==> src/design/rsti_pkg.sv <==
// Shared types, character codes and digit decode for the radix string-to-integer unit.
// No dependencies; imported by rsti_step, radix_string_to_integer_unit and tb_top.
package rsti_pkg;

	localparam int unsigned ValueWidth = 32;
	localparam int unsigned RadixWidth = 6;

	localparam logic [RadixWidth-1:0] RadixReset = 6'd10;
	localparam logic [RadixWidth-1:0] RadixHex   = 6'd16;

	localparam logic [7:0] ChNul   = 8'd0;
	localparam logic [7:0] ChTab   = 8'd9;
	localparam logic [7:0] ChLf    = 8'd10;
	localparam logic [7:0] ChSpace = 8'd32;
	localparam logic [7:0] ChPlus  = 8'd43;
	localparam logic [7:0] ChMinus = 8'd45;
	localparam logic [7:0] ChZero  = 8'd48;
	localparam logic [7:0] ChNine  = 8'd57;
	localparam logic [7:0] ChUpA   = 8'd65;
	localparam logic [7:0] ChUpZ   = 8'd90;
	localparam logic [7:0] ChLoA   = 8'd97;
	localparam logic [7:0] ChLoX   = 8'd120;
	localparam logic [7:0] ChLoZ   = 8'd122;
	localparam logic [7:0] UpOffset = 8'd55;
	localparam logic [7:0] LoOffset = 8'd87;

	localparam logic [1:0] CountMax = 2'd2;

	typedef struct packed {
		logic [ValueWidth-1:0] acc;
		logic [1:0]            cnt;
		logic                  neg;
		logic                  pre;
		logic                  stop;
	} parse_state_t;

	typedef struct packed {
		logic                  valid;
		logic [ValueWidth-1:0] value;
		logic                  had_digits;
	} result_t;

	localparam parse_state_t ParseReset = '{
		acc:  '0,
		cnt:  2'd0,
		neg:  1'b0,
		pre:  1'b1,
		stop: 1'b0
	};

	typedef struct packed {
		logic       ok;
		logic [5:0] val;
	} digit_t;

	// Alphanumeric decode; a digit must also lie below the radix.
	function automatic digit_t decode_digit(input logic [7:0] c, input logic [RadixWidth-1:0] r);
		digit_t     d;
		logic [7:0] v;
		logic       alnum;
		v     = 8'd0;
		alnum = 1'b1;
		if (c inside {[ChZero:ChNine]})
			v = c - ChZero;
		else if (c inside {[ChUpA:ChUpZ]})
			v = c - UpOffset;
		else if (c inside {[ChLoA:ChLoZ]})
			v = c - LoOffset;
		else
			alnum = 1'b0;
		d.val = v[5:0];
		d.ok  = alnum && (v[5:0] < r);
		return d;
	endfunction

endpackage

==> src/design/rsti_step.sv <==
// Per-character parse step: next parse state and the result for a terminating NUL.
// Depends on rsti_pkg.
module rsti_step import rsti_pkg::*; (
	input  logic [7:0]            ch,
	input  logic [RadixWidth-1:0] radix,
	input  parse_state_t          cur,
	output parse_state_t          nxt,
	output result_t               res
);

	digit_t                  dig;
	logic [ValueWidth-1:0]   mac;
	logic                    is_ws;
	logic                    is_sign;
	logic                    is_hex_x;

	always_comb begin
		dig      = decode_digit(ch, radix);
		mac      = ValueWidth'(cur.acc * ValueWidth'(radix)) + ValueWidth'(dig.val);
		is_ws    = ch inside {ChSpace, ChTab, ChLf};
		is_sign  = ch inside {ChPlus, ChMinus};
		is_hex_x = (ch == ChLoX) && (radix == RadixHex) && (cur.cnt == 2'd1) && (cur.acc == '0);

		nxt            = cur;
		res.valid      = 1'b0;
		res.had_digits = (cur.cnt != 2'd0);
		res.value      = '0;
		if (cur.cnt != 2'd0)
			res.value = cur.neg ? (ValueWidth'(0) - cur.acc) : cur.acc;

		if (ch == ChNul) begin
			res.valid = 1'b1;
			nxt       = ParseReset;
		end else if (cur.stop) begin
			nxt = cur;
		end else if (cur.pre && is_ws) begin
			nxt = cur;
		end else if (cur.pre && is_sign) begin
			nxt.pre = 1'b0;
			nxt.neg = (ch == ChMinus);
		end else if (is_hex_x) begin
			// drop the "0x" prefix; skipping and a sign are allowed again
			nxt.cnt = 2'd0;
			nxt.acc = '0;
			nxt.pre = 1'b1;
		end else if (!dig.ok) begin
			nxt.stop = 1'b1;
		end else begin
			nxt.pre = 1'b0;
			nxt.acc = mac;
			if (cur.cnt < CountMax)
				nxt.cnt = cur.cnt + 2'd1;
		end
	end

endmodule

==> src/design/radix_string_to_integer_unit.sv <==
// Top level of the radix string-to-integer unit: input register, parse state, result register.
// Depends on rsti_pkg and rsti_step.
//
// The unit takes one character per cycle while in_ready is high and returns one signed 32-bit
// result for each NUL character; every other character only updates the parse state. A request
// is held in the input register, where a single multiply-add by the radix register updates the
// accumulator, and a NUL then loads the result register, which drives the outputs. Input ready
// drops only when a NUL waits in the input register while the result register still holds an
// untaken result. The radix register is written through cfg_we and cfg_wdata; the user must
// write it only while no string is in flight, as the unit does not enforce this.
module radix_string_to_integer_unit import rsti_pkg::*; (
	input  logic                         clk,
	input  logic                         arst_n,
	input  logic                         cfg_we,
	input  logic [RadixWidth-1:0]        cfg_wdata,
	input  logic                         in_valid,
	output logic                         in_ready,
	input  logic [7:0]                   character,
	output logic                         out_valid,
	input  logic                         out_ready,
	output logic signed [ValueWidth-1:0] value,
	output logic                         had_digits
);

	logic [RadixWidth-1:0] radix_q;
	logic                  valid_s1;
	logic [7:0]            char_s1;
	parse_state_t          state_q;
	parse_state_t          state_nxt;
	result_t               res;
	logic                  out_valid_q;
	logic [ValueWidth-1:0] value_q;
	logic                  had_digits_q;
	logic                  slot_free;
	logic                  step_fire;

	rsti_step u_step (
		.ch    (char_s1),
		.radix (radix_q),
		.cur   (state_q),
		.nxt   (state_nxt),
		.res   (res)
	);

	assign slot_free = !out_valid_q || out_ready;
	// hold a NUL in the input stage until the result register can take it
	assign step_fire = valid_s1 && (!res.valid || slot_free);
	assign in_ready  = !valid_s1 || step_fire;

	always_ff @(posedge clk or negedge arst_n) begin
		if (!arst_n) begin
			radix_q <= RadixReset;
		end else if (cfg_we) begin
			radix_q <= cfg_wdata;
		end
	end

	always_ff @(posedge clk or negedge arst_n) begin
		if (!arst_n) begin
			valid_s1 <= 1'b0;
		end else if (in_ready) begin
			valid_s1 <= in_valid;
		end
	end

	always_ff @(posedge clk) begin
		if (in_ready && in_valid)
			char_s1 <= character;
	end

	always_ff @(posedge clk or negedge arst_n) begin
		if (!arst_n) begin
			state_q <= ParseReset;
		end else if (step_fire) begin
			state_q <= state_nxt;
		end
	end

	always_ff @(posedge clk or negedge arst_n) begin
		if (!arst_n) begin
			out_valid_q <= 1'b0;
		end else if (slot_free) begin
			out_valid_q <= step_fire && res.valid;
		end
	end

	always_ff @(posedge clk) begin
		if (slot_free && step_fire && res.valid) begin
			value_q      <= res.value;
			had_digits_q <= res.had_digits;
		end
	end

	assign out_valid  = out_valid_q;
	assign value      = value_q;
	assign had_digits = had_digits_q;

	a_empty_is_zero: assert property (@(posedge clk) disable iff (!arst_n)
		out_valid_q && !had_digits_q |-> value_q == '0)
		else $error("result without digits carries a nonzero value");

	a_nul_clears: assert property (@(posedge clk) disable iff (!arst_n)
		step_fire && (char_s1 == ChNul) |=> state_q == ParseReset)
		else $error("parse state not cleared after NUL");

	a_stall_cause: assert property (@(posedge clk) disable iff (!arst_n)
		!in_ready |-> valid_s1 && (char_s1 == ChNul) && out_valid_q && !out_ready)
		else $error("input stalled without a blocked NUL");

	a_count_range: assert property (@(posedge clk) disable iff (!arst_n)
		state_q.cnt != 2'd3)
		else $error("digit count beyond saturation");

endmodule

==> config.mk <==
export PLATFORM = sky130hd
export DESIGN_NAME = radix_string_to_integer_unit
export DESIGN_NICKNAME = d
export VERILOG_FILES = /design/src/design/rsti_pkg.sv /design/src/design/rsti_step.sv /design/src/design/radix_string_to_integer_unit.sv
export SDC_FILE = /design/constraint.sdc
export NUM_CORES = 1
export LEC_CHECK = 0
export BUFFER_PORTS_ARGS = -buffer_cell sky130_fd_sc_hd__buf_4
export CORE_UTILIZATION = 30
export DETAILED_ROUTE_END_ITERATION = 6
export SYNTH_ARGS = -nofsm -noshare
export SYNTH_HDL_FRONTEND = slang
export SYNTH_SLANG_ARGS = --single-unit
==> constraint.sdc <==
create_clock -name clk -period 7.5 [get_ports clk]
set_clock_uncertainty 0.15 [all_clocks]
set_input_delay 0.75 -clock clk [delete_from_list [all_inputs] [get_ports clk]]
set_output_delay 0.75 -clock clk [all_outputs]
set_load 0.02 [all_outputs]
==> flow_metrics.env, run 1 <==
export IMPL_total_leakage_power_nw=5.59
export IMPL_post_cts_setup_buffers=0
export IMPL_cts_root_buf="sky130_fd_sc_hd__clkbuf_16"
export IMPL_hold_class="in2async"
export IMPL_row_count=67
export IMPL_syn_to_final_growth_pct=9.96
export IMPL_clock_path_buffers=2
export IMPL_rsz0062_at_grt="false"
export IMPL_cts_htree_levels=3
export IMPL_die_width_um=187
export IMPL_run_status="finished, final reports clean"
export IMPL_synth_cells=1072
export IMPL_tritoncts_num_sinks=86
export IMPL_place_port_buffers=53
export IMPL_initial_utilization_pct=30.6
export IMPL_finalHoldViolations=0
export IMPL_synth_seq_cells=86
export IMPL_clk_insertion_delay_late_ns=0.35
export IMPL_synthFlopType="sky130_fd_sc_hd__dfrtp_1"
export IMPL_ys_warn_count=0
export IMPL_asyncSetResetFlopFracSynth_pct=52.3
export IMPL_detail_route_vias_per_cell=4.97
export IMPL_synth_area_per_cell_sq_um=9.59
export IMPL_drtIter0Drc=425
export IMPL_maxCapViolations=0
export IMPL_cp_required_ns=7.59
export IMPL_detailedPlacementHpwl_um=19200
export IMPL_synth_cell_type_count=71
export IMPL_syn_nets=1284
export IMPL_timing_fmax_ghz=0.159
export IMPL_cts_reportedPaths_clkPinSlew_ns=0.07
export IMPL_drt_antenna_violating_nets=0
export IMPL_critPathMaxFanout=28
export IMPL_worst_margin_pin_slew_ns=0.954
export IMPL_grt_antenna_before_repair=0
export IMPL_fin_setup_tns_ns=0
export IMPL_final_min_period_over_clock_period_pct=83.7
export IMPL_design_die_area_sq_um=35000
export IMPL_number_of_flops_mapped_to_enable_cells_by_yosys=41
export IMPL_final_fill_count=3424
export IMPL_drive_gt1_share_pct=10.9
export IMPL_syn_cell_area_sq_um=10300
export IMPL_via_count=7611
export IMPL_grt_pass1_vias=8008
export IMPL_post_route_min_period_ns=6.28
export IMPL_finalWeightedCongestion=0.852
export IMPL_cts_tree="yes"
export IMPL_diodes=0
export IMPL_grt_total_usage_pct=15.3
export IMPL_grt_pass1_wl_um=42900
export IMPL_grt_ovfl_total=0
export IMPL_grt_max_degree=46
export IMPL_worst_setup_path_end_kind="register"
export IMPL_timing_critical_path_from_type="register"
export IMPL_post_route_drc_count=0
export IMPL_routed_wirelength_um=25600
export IMPL_nNetsFinal=1289
export IMPL_worst_r2r_cell_count=17
export IMPL_ys_seq_area_share_pct=23.0
export IMPL_final_max_slew_viol_count=0
export IMPL_pin_count=54
export IMPL_vdd_ir_drop_worst_v=0.000101
export IMPL_drt_pre_antenna_iters=5
export IMPL_timing_worst_setup_path_type="reg2reg"
export IMPL_timing_final_setup_violations=0
export IMPL_die_height_um=187
export IMPL_cts_buffers_inserted=9
export IMPL_fp_coreArea_sq_um=33600
export IMPL_fin_worst_hold_slack_ns=0.280
export IMPL_maxSlewHeadroom_pct=35.7
export IMPL_cellPowerDensity_nw_per_um2=103
export IMPL_cp_data_arrival_time_ns=6.37
export IMPL_routedWlPerCell_um=16.8
export IMPL_cts_resized=0
export IMPL_ctsHoldBuffers=0
==> metal layers <==
| metal | GRT usage [%] | vias up | wire, um |
|---|---|---|---|
| met4 | 4.04 | 0 | 465 |
| li1 | - | 3604 | - |
| met5 | 0 | - | 0 |
| met1 | 20.7 | 3841 | 12000 |
| met3 | 1.89 | 29 | 911 |
| met2 | 25.7 | 137 | 12300 |
==> cell usage in the layout, fill, tap and decap left out, types with 7 or more instances in the layout <==
master and count:
sky130_fd_sc_hd__nor2_1 69, sky130_fd_sc_hd__o21ai_0 42, sky130_fd_sc_hd__o21a_1 7, sky130_fd_sc_hd__or3_1 11
sky130_fd_sc_hd__fa_1 112, sky130_fd_sc_hd__inv_1 81, sky130_fd_sc_hd__o31ai_2 15, sky130_fd_sc_hd__a22o_1 12
sky130_fd_sc_hd__nand2b_1 8, sky130_fd_sc_hd__dfrtp_1 42, sky130_fd_sc_hd__buf_4 60, sky130_fd_sc_hd__xor2_1 39
sky130_fd_sc_hd__a21o_1 14, sky130_fd_sc_hd__nand3_1 8, sky130_fd_sc_hd__nand4_1 7, sky130_fd_sc_hd__and2_1 134
sky130_fd_sc_hd__ha_1 81, sky130_fd_sc_hd__nand2_1 105, sky130_fd_sc_hd__a21oi_1 37, sky130_fd_sc_hd__a31oi_1 7
sky130_fd_sc_hd__xnor2_1 26, sky130_fd_sc_hd__clkbuf_16 9, sky130_fd_sc_hd__o31ai_1 7, sky130_fd_sc_hd__edfxtp_1 41
sky130_fd_sc_hd__o211ai_1 7, sky130_fd_sc_hd__nor3_1 8
==> Yosys cell counts, types with 3 or more instances <==
master                        n  area (sq um)
sky130_fd_sc_hd__and2_1     135           845
sky130_fd_sc_hd__fa_1       112          2240
sky130_fd_sc_hd__nand2_1    105           394
sky130_fd_sc_hd__ha_1        81          1010
sky130_fd_sc_hd__inv_1       81           304
sky130_fd_sc_hd__nor2_1      69           259
sky130_fd_sc_hd__clkbuf_1    51           191
sky130_fd_sc_hd__dfrtp_1     42          1050
sky130_fd_sc_hd__o21ai_0     42           210
sky130_fd_sc_hd__edfxtp_1    41          1230
sky130_fd_sc_hd__xor2_1      39           342
sky130_fd_sc_hd__a21oi_1     37           185
sky130_fd_sc_hd__xnor2_1     26           228
sky130_fd_sc_hd__o31ai_2     15           188
sky130_fd_sc_hd__a21o_1      14           105
sky130_fd_sc_hd__a22o_1      12           105
sky130_fd_sc_hd__or3_1       11          68.8
sky130_fd_sc_hd__buf_2        8          40.0
sky130_fd_sc_hd__nand2b_1     8          50.1
sky130_fd_sc_hd__nand3_1      8          40.0
sky130_fd_sc_hd__nor3_1       8          40.0
sky130_fd_sc_hd__a31oi_1      7          43.8
sky130_fd_sc_hd__nand4_1      7          43.8
sky130_fd_sc_hd__o211ai_1     7          52.6
sky130_fd_sc_hd__o21a_1       7          52.6
sky130_fd_sc_hd__o31ai_1      7          52.6
sky130_fd_sc_hd__nor2b_1      6          37.5
sky130_fd_sc_hd__or4_1        6          45.0
sky130_fd_sc_hd__a211oi_1     5          37.5
sky130_fd_sc_hd__o41ai_1      5          43.8
sky130_fd_sc_hd__buf_6        4          45.0
sky130_fd_sc_hd__nor4_1       4          25.0
sky130_fd_sc_hd__o41ai_2      4          65.1
sky130_fd_sc_hd__a21boi_0     3          22.5
sky130_fd_sc_hd__and3_1       3          18.8
sky130_fd_sc_hd__dfstp_2      3          78.8
sky130_fd_sc_hd__o2111ai_1    3          26.3
sky130_fd_sc_hd__o21bai_1     3          22.5
==> through the flow <==
stage | util, % | worst slack [ns] | power [mW] | std cells | instance area (sq um)
floorplan | - | 2.12 | 0.626 | 1072 | 10300
global placement | 32.7 | 1.37 | 0.681 | 1514 | 11000
detailed placement | 32.7 | 1.27 | 0.683 | 1514 | 11000
CTS | 33.6 | 1.23 | 1.17 | 1530 | 11300
global route | 33.6 | 0.882 | 1.21 | 1530 | 11300
finish | 33.6 | 1.22 | 1.16 | 1530 | 11300
==> where the power goes <==
group	internal (mW)	total [mW]	switching (mW)
Sequential	0.504	0.530	0.0261
Clock	0.267	0.489	0.223
Combinational	0.0494	0.143	0.0940
==> path summary, 6_finish.rpt <==
check,startpoint,end,slack (ns)
max in group asynchronous,arst_n,state_q[16]$_DFFE_PN0P_,6.46
worst max-delay path,radix_q[5]$_DFFE_PN0P_,state_q[24]$_DFFE_PN0P_,1.22
min in group clk,valid_s1$_DFFE_PN0N_,state_q[1]$_DFFE_PN1P_,0.31
worst min register to register,valid_s1$_DFFE_PN0N_,state_q[1]$_DFFE_PN1P_,0.31
worst min-delay path,arst_n,state_q[29]$_DFFE_PN0P_,0.28
worst max register to register,radix_q[5]$_DFFE_PN0P_,state_q[24]$_DFFE_PN0P_,1.22
==> logic make-up (layout without fill, tap and decap cells) <==
kind of cell               Yosys count  after routing  synth area share, %
and+or+nand+nor                    387            387                 19.7
adders and majority gates          193            193                 31.7
AOI/OAI and AO/OA                  189            189                 13.8
buffers and inverters              148            158                 5.90
DFF                                 86             86                 23.0
xor gates and xnor gates            65             65                 5.54
muxes                                4              4                0.414
==> area by class of cell <==
class / count / area [sq um] / area share (%)
repair buffers: 60 / 450 / 3.98
multi-input cells: 838 / 7320 / 64.7
clock inverters: 7 / 86.3 / 0.763
flip-flops and latches: 86 / 2360 / 20.9
inverters: 82 / 308 / 2.72
well taps: 448 / 561 / 4.96
clock buffers: 9 / 225 / 1.99
==> registers in the layout, summed over array words and instances (netlist names) <==
register    cells
state_q        37
value          32
char_s1         8
radix_q         6
had_digits      1
out_valid       1
valid_s1        1
==> worst max-delay path, cell delays in order, from the launching register on <==
cell and delay [ns]:
sky130_fd_sc_hd__dfrtp_1 0.89, sky130_fd_sc_hd__nand2_1 0.18, sky130_fd_sc_hd__fa_1 0.55, sky130_fd_sc_hd__fa_1 0.56, sky130_fd_sc_hd__inv_1 0.06, sky130_fd_sc_hd__fa_1 0.54
sky130_fd_sc_hd__inv_1 0.06, sky130_fd_sc_hd__fa_1 0.52, sky130_fd_sc_hd__inv_1 0.04, sky130_fd_sc_hd__ha_1 0.36, sky130_fd_sc_hd__a21oi_1 0.18, sky130_fd_sc_hd__o21ai_0 0.13
sky130_fd_sc_hd__o21ai_0 0.77, sky130_fd_sc_hd__a211oi_1 0.20, sky130_fd_sc_hd__or3_1 0.41, sky130_fd_sc_hd__a31o_2 0.24, sky130_fd_sc_hd__xor2_1 0.14, sky130_fd_sc_hd__a22o_1 0.18
No activity file was read; power rests on OpenSTA's default activity.
==> run 2, diff against run 1 <==
- clock period: 7.5 -> 5.4 ns (I/O delays scaled with it)
==> run 2 against run 1 <==
Final area increased by 2.1%. Global-route usage is 0.25 points lower. Core utilization rose by 0.71 points. Clock-buffer cell count did not move. Combinational power grew 71%.
==> flow_metrics.env, run 2 (synthesis gave the netlist of run 1 again) <==
export IMPL_detailedPlacementHpwl_um=19500
export IMPL_cts_htree_levels=3
export IMPL_diodes=0
export IMPL_clk_insertion_delay_late_ns=0.35
export IMPL_worst_margin_pin_slew_ns=1.01
export IMPL_fin_worst_hold_slack_ns=0.0549
export IMPL_p_sw_share_pct=27.6
export IMPL_clock_path_buffers=2
export IMPL_critical_path_buf_inv_count=1
export IMPL_design_die_area_sq_um=35000
export IMPL_finalHoldViolations=0
export IMPL_pin_count=54
export IMPL_grt_max_degree=46
export IMPL_cp_required_ns=5.49
export IMPL_maxCapViolations=0
export IMPL_hold_class="in2async"
export IMPL_ctsHoldBuffers=0
export IMPL_fin_setup_tns_ns=0
export IMPL_syn_to_final_growth_pct=12.3
export IMPL_multi_input_logic_area_sq_um=7330
export IMPL_use_met2_pct=24.9
export IMPL_net_switching_power_mw=0.475
export IMPL_mostFrequentLayoutCell="sky130_fd_sc_hd__and2_1"
export IMPL_cts_buffers_inserted=9
export IMPL_cts_reportedPaths_clkPinSlew_ns=0.07
export IMPL_timing_worst_setup_path_type="reg2reg"
export IMPL_cpMaxStageDelayCell="sky130_fd_sc_hd__dfstp_4"
export IMPL_post_route_min_period_ns=5.18
export IMPL_cts_root_buf="sky130_fd_sc_hd__clkbuf_16"
export IMPL_routed_wirelength_um=25400
export IMPL_grt_antenna_before_repair=0
export IMPL_drtIter0Drc=382
export IMPL_timing_critical_path_from_type="register"
export IMPL_critical_path_top_delay_family="adder cells"
export IMPL_routedWlPerCell_um=16.4
export IMPL_worst_setup_path_end_kind="register"
export IMPL_met1_track_utilization_from_global_routing_pct=20.7
export IMPL_grt_ovfl_total=0
export IMPL_grt_pass1_wl_um=42200
export IMPL_final_min_period_over_clock_period_pct=95.8
export IMPL_fp_coreArea_sq_um=33600
export IMPL_power_combinational_fraction_pct=14.2
export IMPL_drive_gt1_share_pct=12.9
export IMPL_timing_fmax_ghz=0.193
export IMPL_via_count=7717
export IMPL_die_height_um=187
export IMPL_pre_cts_slack_ns=0.102
export IMPL_vdd_ir_drop_worst_v=0.000142
export IMPL_total_leakage_power_nw=5.73
export IMPL_cts_tree="yes"
export IMPL_critPathMaxFanout=10
export IMPL_drt_antenna_violating_nets=0
export IMPL_initial_utilization_pct=30.6
export IMPL_internal_cell_power_mw=1.24
export IMPL_placedInstanceArea_sq_um=11200
export IMPL_maxSlewHeadroom_pct=32.4
export IMPL_total_power_of_the_final_layout_mw=1.72
export IMPL_crit_path_max_incr_delay_ns=0.66
export IMPL_grt_met3_usage_pct=1.82
export IMPL_design_area_sq_um=11500
export IMPL_cp_data_arrival_time_ns=5.26
export IMPL_place_port_buffers=53
export IMPL_critPathMostFrequentCell="sky130_fd_sc_hd__fa_1"
export IMPL_flip_flop_count_of_the_largest_register_after_layout=37
export IMPL_cellPowerDensity_nw_per_um2=149
export IMPL_post_route_drc_count=0
export IMPL_largest_register="state_q"
export IMPL_globalRoute_busiestLayer="met2"
export IMPL_nNetsFinal=1312
export IMPL_clkPwrFrac_pct=44.3
export IMPL_die_width_um=187
export IMPL_timing_final_setup_violations=0
export IMPL_detail_route_vias_per_cell=4.97
export IMPL_layout_common_cells="sky130_fd_sc_hd__and2_1 (134), sky130_fd_sc_hd__fa_1 (112), sky130_fd_sc_hd__nand2_1 (105), sky130_fd_sc_hd__buf_4 (82)"
export IMPL_grt_total_usage_pct=15.1
export IMPL_tritoncts_num_sinks=86
export IMPL_register_area_sq_um=2360
export IMPL_drt_pre_antenna_iters=5
export IMPL_run_status="finished, final reports clean"
export IMPL_seqPwrFrac_pct=41.5
export IMPL_cell_by_cell_listing_of_the_critical_path="buf_4 > and2_1 > fa_1 > fa_1 > fa_1 > ha_1 > ha_1 > a21oi_1 > o211ai_1 > a21oi_1 > a211oi_1 > or3_1 > a31o_2 > xor2_1 > a22o_1"
export IMPL_final_max_slew_viol_count=0
export IMPL_row_count=67
export IMPL_finalWeightedCongestion=0.865
export IMPL_final_fill_count=3354
export IMPL_grt_pass1_vias=7885
export IMPL_setup_slack_ns=0.224
==> run 2: cell types whose count changed in the layout (fill, tap and decap cells not counted), moves of 2 or more <==
cell,delta
sky130_fd_sc_hd__bufinv_16,+2
sky130_fd_sc_hd__o21ai_1,+2
sky130_fd_sc_hd__buf_4,+22
sky130_fd_sc_hd__o21ai_0,-2
==> run 2: worst paths after layout <==
check / to / slack, ns / from / cells past startpoint
max reg2reg: state_q[24]$_DFFE_PN0P_ / 0.22 / radix_q[1]$_DFFE_PN1P_ / 15
min in group clk: char_s1[7]$_DFFE_PP_ / 0.21 / character[7] / 1
max in group asynchronous: state_q[10]$_DFFE_PN0P_ / 4.63 / arst_n / 1
max: state_q[24]$_DFFE_PN0P_ / 0.22 / radix_q[1]$_DFFE_PN1P_ / 15
min: state_q[30]$_DFFE_PN0P_ / 0.05 / arst_n / 1
min reg2reg: state_q[1]$_DFFE_PN1P_ / 0.32 / valid_s1$_DFFE_PN0N_ / 1
==> run 2: per-stage QoR <==
step	instances	util [%]
floorplan	1072	-
CTS	1550	34.2
global placement	1534	33.2
global route	1553	34.4
detailed placement	1534	33.2
finish	1553	34.4
==> run 2: what timing repair did <==
item                                    CTS  global route
resized for setup                         0             5
endpoints found under the hold margin     0             0
setup buffers                             0             3
endpoints found under the setup margin    0             9
==> run 2: layout make-up <==
class / count / area share, %
clock inverters: 7 / 1.11
repair buffers: 83 / 5.50
multi-input cells: 838 / 63.4
well taps: 448 / 4.85
clock buffers: 9 / 1.95
inverters: 82 / 2.67
flip-flops and latches: 86 / 20.5
==> run 2: per-layer routing <==
metal	up-vias	share of wire, %
met5	-	0
met1	3861	47
met4	0	1.7
li1	3649	-
met3	31	4.1
met2	176	48
==> run 2: power by group through the flow <==
| stage | clock (mW) | sequential, mW | combinational [mW] |
|---|---|---|---|
| 3_3_place_gp | 0 | 0.730 | 0.234 |
| 4_1_cts | 0.775 | 0.717 | 0.238 |
| 6_report | 0.761 | 0.714 | 0.244 |
| 2_1_floorplan | 0 | 0.723 | 0.146 |
| 5_1_grt | 0.793 | 0.716 | 0.272 |
| 3_5_place_dp | 0 | 0.731 | 0.236 |
==> run 3, diff against run 2 <==
- clock period: 5.4 -> 6.3 ns (I/O delays scaled with it)
==> run 3 against run 2 <==
Final area down 2.1%. Cell count down 1.2%. Total power down 22%. Clock power down 30%. Sequential power down 13%. Largest power group is now sequential cells. Non-clock buffer count down 19. Combinational power down 23%. Register-to-register slack better by 0.44 ns. Critical endpoint unchanged. Global-route usage up 0.13 points. Clock-buffer cell count unchanged. Largest cell class unchanged. Flip-flop and latch count unchanged.
==> flow_metrics.env, run 3 (synthesis gave the netlist of run 1 again) <==
export IMPL_run_status="finished, final reports clean"
export IMPL_finalHoldViolations=0
export IMPL_layout_common_cells="sky130_fd_sc_hd__and2_1 (134), sky130_fd_sc_hd__fa_1 (112), sky130_fd_sc_hd__nand2_1 (105), sky130_fd_sc_hd__inv_1 (81), sky130_fd_sc_hd__ha_1 (81)"
export IMPL_routed_wirelength_um=25300
export IMPL_detail_route_vias_per_cell=4.98
export IMPL_cts_reportedPaths_clkPinSlew_ns=0.07
export IMPL_timing_fmax_ghz=0.177
export IMPL_timing_critical_path_from_type="register"
export IMPL_fin_setup_tns_ns=0
export IMPL_flip_flop_count_of_the_largest_register_after_layout=37
export IMPL_detailedPlacementHpwl_um=19300
export IMPL_cellPowerDensity_nw_per_um2=119
export IMPL_cts_resized=0
export IMPL_cts_buffers_inserted=9
export IMPL_worst_r2r_cell_count=20
export IMPL_critPathMaxFanout=8
export IMPL_cts_htree_levels=3
export IMPL_post_cts_setup_buffers=0
export IMPL_total_power_of_the_final_layout_mw=1.34
export IMPL_routedWlPerCell_um=16.5
export IMPL_maxCapViolations=0
export IMPL_ctsHoldBuffers=0
export IMPL_hold_class="in2async"
export IMPL_setup_slack_on_the_worst_flop_to_flop_path_ns=0.67
export IMPL_die_width_um=187
export IMPL_largest_register="state_q"
export IMPL_cts_tree="yes"
export IMPL_worstReg2RegEnd="state_q[24]$_DFFE_PN0P_"
export IMPL_final_cell_count_no_fill=1534
export IMPL_mostFrequentLayoutCell="sky130_fd_sc_hd__and2_1"
export IMPL_rsz0062_at_grt="false"
export IMPL_via_count=7634
export IMPL_grt_pass1_vias=7982
export IMPL_setup_slack_ns=0.666
export IMPL_drtIter0Drc=479
export IMPL_worst_margin_pin_slew_ns=0.959
export IMPL_design_die_area_sq_um=35000
export IMPL_pre_cts_slack_ns=0.745
export IMPL_clock_path_buffers=2
export IMPL_place_port_buffers=53
export IMPL_pin_count=54
export IMPL_grt_ovfl_total=0
export IMPL_die_height_um=187
export IMPL_timing_worst_setup_path_type="reg2reg"
export IMPL_placed_cells_incl_taps=1518
export IMPL_cp_required_ns=6.40
export IMPL_crit_end="state_q[24]$_DFFE_PN0P_"
export IMPL_worst_setup_path_end_kind="register"
export IMPL_total_leakage_power_nw=5.58
export IMPL_grt_total_usage_pct=15.2
export IMPL_clk_insertion_delay_late_ns=0.36
export IMPL_cts_root_buf="sky130_fd_sc_hd__clkbuf_16"
export IMPL_fp_coreArea_sq_um=33600
export IMPL_cp_data_arrival_time_ns=5.73
export IMPL_row_count=67
export IMPL_vdd_ir_drop_worst_v=0.000122
export IMPL_drive_gt1_share_pct=11.2
export IMPL_grt_max_degree=46
export IMPL_maxSlewHeadroom_pct=35.6
export IMPL_grt_antenna_before_repair=0
export IMPL_tritoncts_num_sinks=86
export IMPL_grt_pass1_wl_um=42400
export IMPL_nNetsFinal=1293
export IMPL_initial_utilization_pct=30.6
export IMPL_fin_worst_hold_slack_ns=0.145
export IMPL_final_min_period_over_clock_period_pct=89.4
export IMPL_post_route_min_period_ns=5.63
export IMPL_final_max_slew_viol_count=0
export IMPL_timing_final_setup_violations=0
export IMPL_finalWeightedCongestion=0.863
export IMPL_diodes=0
export IMPL_drt_pre_antenna_iters=5
export IMPL_post_route_drc_count=0
export IMPL_rr_startpoint="char_s1[0]$_DFFE_PP_"
export IMPL_cp_startpoint="char_s1[0]$_DFFE_PP_"
export IMPL_syn_to_final_growth_pct=9.98
export IMPL_drt_antenna_violating_nets=0
-- run 3: where the power goes --
group          internal [mW]  switching, mW  total (mW)
sequential             0.600         0.0211       0.621
combinational         0.0607          0.128       0.189
clock                  0.273          0.262       0.535
-- run 3: metrics by stage --
stage               cell area, sq um  utilization [%]
finish                         11300             33.6
global placement               11000             32.8
floorplan                      10300                -
detailed placement             11000             32.8
CTS                            11300             33.6
global route                   11300             33.6
-- run 3: cell type report --
type / instances / area (sq um)
clock buffer: 9 / 225
sequential: 86 / 2360
multi-input combinational: 838 / 7320
tap: 448 / 561
timing repair buffer: 64 / 480
fill: 3441 / 22300
inverter: 82 / 308
clock inverter: 7 / 57.6
-- run 3: worst max-delay path, cell delays in order (launching register included) --
cell and delay (ns):
sky130_fd_sc_hd__edfxtp_1 0.54, sky130_fd_sc_hd__inv_1 0.18, sky130_fd_sc_hd__ha_1 0.27, sky130_fd_sc_hd__or4b_4 0.50, sky130_fd_sc_hd__a21boi_2 0.19, sky130_fd_sc_hd__nor4_1 0.11
sky130_fd_sc_hd__or2_2 0.40, sky130_fd_sc_hd__a41o_1 0.26, sky130_fd_sc_hd__a22o_1 0.21, sky130_fd_sc_hd__inv_1 0.07, sky130_fd_sc_hd__fa_1 0.40, sky130_fd_sc_hd__inv_1 0.07
sky130_fd_sc_hd__ha_1 0.27, sky130_fd_sc_hd__a21oi_1 0.17, sky130_fd_sc_hd__o21ai_0 0.21, sky130_fd_sc_hd__o21ai_0 0.43, sky130_fd_sc_hd__a211oi_1 0.16, sky130_fd_sc_hd__or3_1 0.39
sky130_fd_sc_hd__a31o_2 0.24, sky130_fd_sc_hd__xor2_1 0.13, sky130_fd_sc_hd__a22o_1 0.17
-- run 3: worst min path at each step --
| stage | to | slack, ns | cells after the start |
|---|---|---|---|
| after floorplan | out_valid$_DFFE_PN0P_ | 0.18 | 0 |
| after global placement | state_q[1]$_DFFE_PN1P_ | 0.30 | 2 |
| after detailed placement | state_q[1]$_DFFE_PN1P_ | 0.30 | 2 |
| after CTS | state_q[29]$_DFFE_PN0P_ | 0.16 | 1 |
| after global routing | state_q[29]$_DFFE_PN0P_ | 0.20 | 1 |
| final | state_q[29]$_DFFE_PN0P_ | 0.15 | 1 |
-- run 3: routing by layer --
layer  GRT usage [%]  part of all wire, %  wire length (um)  vias to the layer above
li1                -                    -                 -                     3609
met1            20.3                   46             11700                     3845
met2            25.6                   49             12300                      155
met3            2.35                  3.6               907                       25
met4            3.59                  1.5               379                        0
met5               0                    0                 0                        -
